`config.mk`:
```
export PLATFORM = sky130hd
export DESIGN_NAME = srbp_alu
export DESIGN_NICKNAME = d
export VERILOG_FILES = /design/src/design/srbp_pkg.sv /design/src/design/srbp_alu.sv
export SDC_FILE = /design/constraint.sdc
export NUM_CORES = 1
export LEC_CHECK = 0
export BUFFER_PORTS_ARGS = -buffer_cell sky130_fd_sc_hd__buf_4
export CELL_PAD_IN_SITES_DETAIL_PLACEMENT = 0
export CELL_PAD_IN_SITES_GLOBAL_PLACEMENT = 1
export CORE_UTILIZATION = 37
export DETAILED_ROUTE_END_ITERATION = 6
export PLACE_DENSITY = 0.94
export SYNTH_ARGS = -nofsm -noshare
export SYNTH_HDL_FRONTEND = slang
export SYNTH_SLANG_ARGS = --single-unit
```
`constraint.sdc`:
```
create_clock -name vclk -period 4.75
set_input_delay 0.2375 -clock vclk [all_inputs]
set_output_delay 0.2375 -clock vclk [all_outputs]
set_load 0.02 [all_outputs]
```
`src/design/srbp_pkg.sv`:
```
// ----------------------------------------------------------------------------
// srbp_pkg: shared constants for the RRIP replacement engine
// Default geometry, field widths, reset values of the control registers and
// the register index codes of the configuration port.
// ----------------------------------------------------------------------------
package srbp_pkg;

    localparam int unsigned NUM_SETS_DEF  = 2048;
    localparam int unsigned NUM_WAYS_DEF  = 16;
    localparam int unsigned SIG_BITS_DEF  = 6;
    localparam int unsigned ADDR_BITS_DEF = 48;

    // fixed widths of the port fields
    localparam int unsigned SET_IN_W  = 11;
    localparam int unsigned WAY_IN_W  = 4;
    localparam int unsigned ADDR_IN_W = 48;
    localparam int unsigned SIG_IN_W  = 6;
    localparam int unsigned LIMIT_W   = 48;
    localparam int unsigned RUN_W     = 8;
    localparam int unsigned CFG_IDX_W = 2;

    localparam logic [1:0]       RV_DISTANT = 2'd3;
    localparam logic [1:0]       RRPV_NEAR  = 2'd0;
    localparam logic [1:0]       REUSE_MAX  = 2'd3;
    localparam logic [1:0]       REUSE_INIT = 2'd1;
    localparam logic [RUN_W-1:0] RUN_SAT    = 8'd255;

    localparam logic [RUN_W-1:0]   RUN_LIMIT_RST    = 8'd4;
    localparam logic [LIMIT_W-1:0] STRIDE_LIMIT_RST = 48'd512;
    localparam logic [1:0]         REUSE_THR_RST    = 2'd2;

    typedef enum logic [CFG_IDX_W-1:0] {
        CFG_RUN_LIMIT    = 2'd0,
        CFG_STRIDE_LIMIT = 2'd1,
        CFG_REUSE_THR    = 2'd2
    } t_cfg_idx;

endpackage

```
`src/design/srbp_alu.sv`:
```
// ----------------------------------------------------------------------------
// srbp_alu: shared subtractor
// One wide subtract with sign flag, time-shared for the stride delta, its
// magnitude and the stride limit compare.
// ----------------------------------------------------------------------------
module srbp_alu import srbp_pkg::*; #(
    parameter int unsigned W = 50
) (
    input  logic [W-1:0] i_a,
    input  logic [W-1:0] i_b,
    output logic [W-1:0] o_diff,
    output logic         o_neg
);

    assign o_diff = i_a - i_b;
    assign o_neg  = o_diff[W-1];

endmodule

```
### After elaboration in Yosys (flattened, before gate mapping)

Cells that the tools add are included.
W data, S select, Z words.

| word-level totals | value |
|---|---|
| bits in registers | 0 |
| bits in latches | 0 |
| input bits | 100 |
| memories | 0 |
| bits in writable memories | 0 |
| logic and storage cells | 1 |
| bits in read-only memories | 0 |

| operators by class | value |
|---|---|
| reductions and logical operators | 0 |
| order comparisons | 0 |
| add/subtract/negate cells | 1 |
| divide/modulo/power cells | 0 |
| shifts and indexed selects | 0 |
| multiply operators | 0 |
| mux-type cells | 0 |
| bitwise logic cells | 0 |
| equality and inequality tests | 0 |

Operators by type and width:

| kind | number |
|---|---|
| $sub A50 B50 Y50 | 1 |

### Longest topological paths before layout

| depth | value |
|---|---|
| depth in word-level cells | 1 |
| depth in mapped cells | 12 |

### Least setup slack after synthesis

Ideal clock, no wire load.

| timing path | value |
|---|---|
| kind | input -> output |
| from | input port i_a[0] |
| to | output port o_diff[38] |
| buffers on the path | 0 |
| required time | 4.513 ns |
| cell stages on the path | 12 |
| arrival time | 2.531 ns |
| slack | 1.981 ns |
| cell sequence | inv_1 > ha_1 > inv_1 > fa_1 > a211oi_1 > nor2_1 > o31ai_1 > nand2_1 > a21o_1 > a211oi_2 > o21ai_1 > xor2_1 |

| on the way | value |
|---|---|
| cells in the longest elaborated chain, start to end | 1 |

Ends and longest elaborated chain:

| what | RTL line | source |
|---|---|---|
| start, declared | srbp_alu.sv:9 | `input logic [W-1:0] i_a,` |
| $sub A50 B50 Y50 | srbp_alu.sv:15 | `assign o_diff = i_a - i_b;` |
| end, declared | srbp_alu.sv:11 | `output logic [W-1:0] o_diff,` |

No other way between the ends.

### Worst setup path after layout

| timing path | value |
|---|---|
| from | input port i_a[0] |
| to | output port o_diff[36] |

Same word-level chain as after synthesis.

==> results.md <==
- Vias per cell: 5.63
- Final instance count without filler cells: roughly 750
- Via count: between 4000 and 5000
- Final WS setup: approximately 1.4 ns
- Placed instance area: approximately 4600 µm²
- Min-delay src: i_b[0]
- Ys Warns: 0
- Max-Slew Margin vs Limit: 64.0%
- Worst hold path type: in2out
- Die Y: 98.3 µm
- Critical-path cell list: buf_4 -> inv_1 -> ha_1 -> inv_1 -> fa_1 -> a211oi_1 -> nor2_1 -> o31ai_1 -> a31oi_1 -> o21bai_1 -> o21ai_1 -> a21oi_1 -> xnor2_1 -> buf_4
- RSZ-0062 raised after global routing: false
- Area leader, netlist: ha_1
- Number of global-route vias before repair: just under 4000
- Final hold viol count: 0
- Fin crit period: about 3.3 ns
- Initial Utilization: 38.8%
- Post-synthesis cell type count: 72
- Hpwl dp: 9.59 mm
- Syn nets: around 660
- Dpl ws: about 1.5 ns
- DRT Wirelength: 11.1 mm
- Setup TNS: 0 ns
- Met2 Resource Use GR: 37.5%
- Layout area overhead: 32.9%
- Setup crit start: i_a[0]
- Required @ worst endpoint: 4.51 ns
- Row cnt: 34
- Seq/Total Area, Yosys: 0%
- WP data arrival: 3.11 ns
- Met3 Use GR: about 1.3%
- Finished Core Util: 51.6%
- Cell Area, Synth: 3430 µm²
- CTS hold repair buffers: 0
- # setup viols final: 0
- Slowest-stage cell, CP: fa_1
- Nets@finish: 792
- GRT busiest layer: met2
- Avg WL per Cell: 14.8 µm
- Seq Cell Count: 0
- Core ar.: 8850 µm²
- GR Overflow Total: 0
- Setup Fix Bufs, Post-CTS: 0
- WP buf/inv: 4
- Synth top cells by count: 61 x inv_1, 50 x a21oi_1, 49 x ha_1, 46 x nand2_1, 42 x nor2_1
- Fmax: 299 MHz
- Post-route DRC: 8
- Area share of the largest cell type after synthesis: around 18%
- PortBufs: 151
- First-pass GRT wire length: 18.2 mm
- VDD IR-drop max: 0.0986 mV
- # IOs: roughly 150
- Leakage power: 2.35 nW
- Ant diodes: 0
- Failing checks: DRC
- Global Route Usage Sum: 22.1%
- Avg Cell Area, Syn: roughly 6.7 µm²
- Status: finished with violations
- Sequential Area: 0 µm²
- WHS Path Cells: 4
- Worst slew pin tran: about 0.54 ns
- Slew Limit Fails: 0
- End of the worst hold path: o_diff[0]
- Total die area: 9660 µm²
- Startpoint types: input pin
- Antenna viol nets, final: 0
- Post-CTS Resized: 0
- Power Dens Cells: between 150 and 200 nW/µm²
- Clock Buffer Count: 0
- Cells after Synth: 511
- Worst path top cell family by delay: compound AO/OA/AOI/OAI gates
- Pin count of the biggest net entering global routing: 11
- M1 GR Usage: a little under a third
- Hold_ws: 0.842 ns
- Top-count cell post-synth: inv_1
- Synth area leaders: ha_1 18%, a21oi_1 7.3%, inv_1 6.7%, xnor2_1 5.9%, xor2_1 5.6%
- Fraction of layout cells with a size suffix above 1: 27.5%
- Kind of critical path: in2out
- Worst-path fanout max: 3
- Count of placed standard cells including taps: between 700 and 800
- RePlAce Congestion: a little over 0.9
- Initial antenna violation count: 0
- Tcrit/Tclk final: a little over two thirds
- Drt pass-1 iters: 7
- Final Instance Area: 4560 µm²
- Initial DRC Count: between 200 and 300
- Die width: 98.3 µm
- Crit path largest cell delay: 0.42 ns
- Max-capacitance violation count: 0
- Worst setup EP type: output pin
- Power, Total: 834 µW
## kinds of logic (layout without fill, tap and decap cells)
family | count (synthesis) | count (layout) | share of synthesized area [%]
compound gates | 181 | 181 | 37.0
xor+xnor | 45 | 45 | 11.5
fa+ha+maj | 50 | 50 | 18.4
buf+inv | 84 | 213 | 10.8
mux | 3 | 3 | 0.875
simple gates | 148 | 148 | 21.4
## layout by cell type, fill, tap and decap left out, types with 5 or more instances in the layout
cell      Yosys  layout
nor3_1       11      11
a211oi_1      9       9
xnor2_1      23      23
nand3_1       9       9
a21o_1       22      22
nand2_1      46      46
a21oi_1      50      50
o21bai_1     13      13
nand4_1      14      14
ha_1         49      49
nor2_1       42      42
o31ai_1       7       7
xor2_1       22      22
or3_1         5       5
o21ai_1      13      13
inv_1        61      61
buf_4         3     151
o21ai_0      20      20
a31oi_1       5       5
## worst max path at each step
| stage | cells past startpoint | slack, ns | endpoint |
|---|---|---|---|
| global placement | 14 | 1.53 | o_diff[36] |
| global route | 14 | 1.20 | o_diff[36] |
| CTS | 14 | 1.47 | o_diff[36] |
| detailed placement | 14 | 1.47 | o_diff[36] |
| floorplan | 12 | 1.98 | o_diff[38] |
| finish | 14 | 1.41 | o_diff[36] |
## power by group
group	internal (mW)	switching, mW
Combinational	0.359	0.475
Sequential	0	0
Clock	0	0
Total	0.359	0.475
## worst min-delay path: stages
cell and delay [ns]:
buf_4 0.08, ha_1 0.11, inv_1 0.03, buf_4 0.14
## routing by layer
metal,vias to the layer above,wire length (µm)
met5,-,0
met4,0,121
met3,10,715
met2,170,5060
met1,1929,5200
li1,2100,-
## layout make-up
class,count,area [µm²]
Multi-Input combinational cell,427,3060
Tap cell,108,135
Fill cell,904,4290
Inverter,62,233
Timing Repair Buffer,151,1130
(Power assumes the default switching activity.)
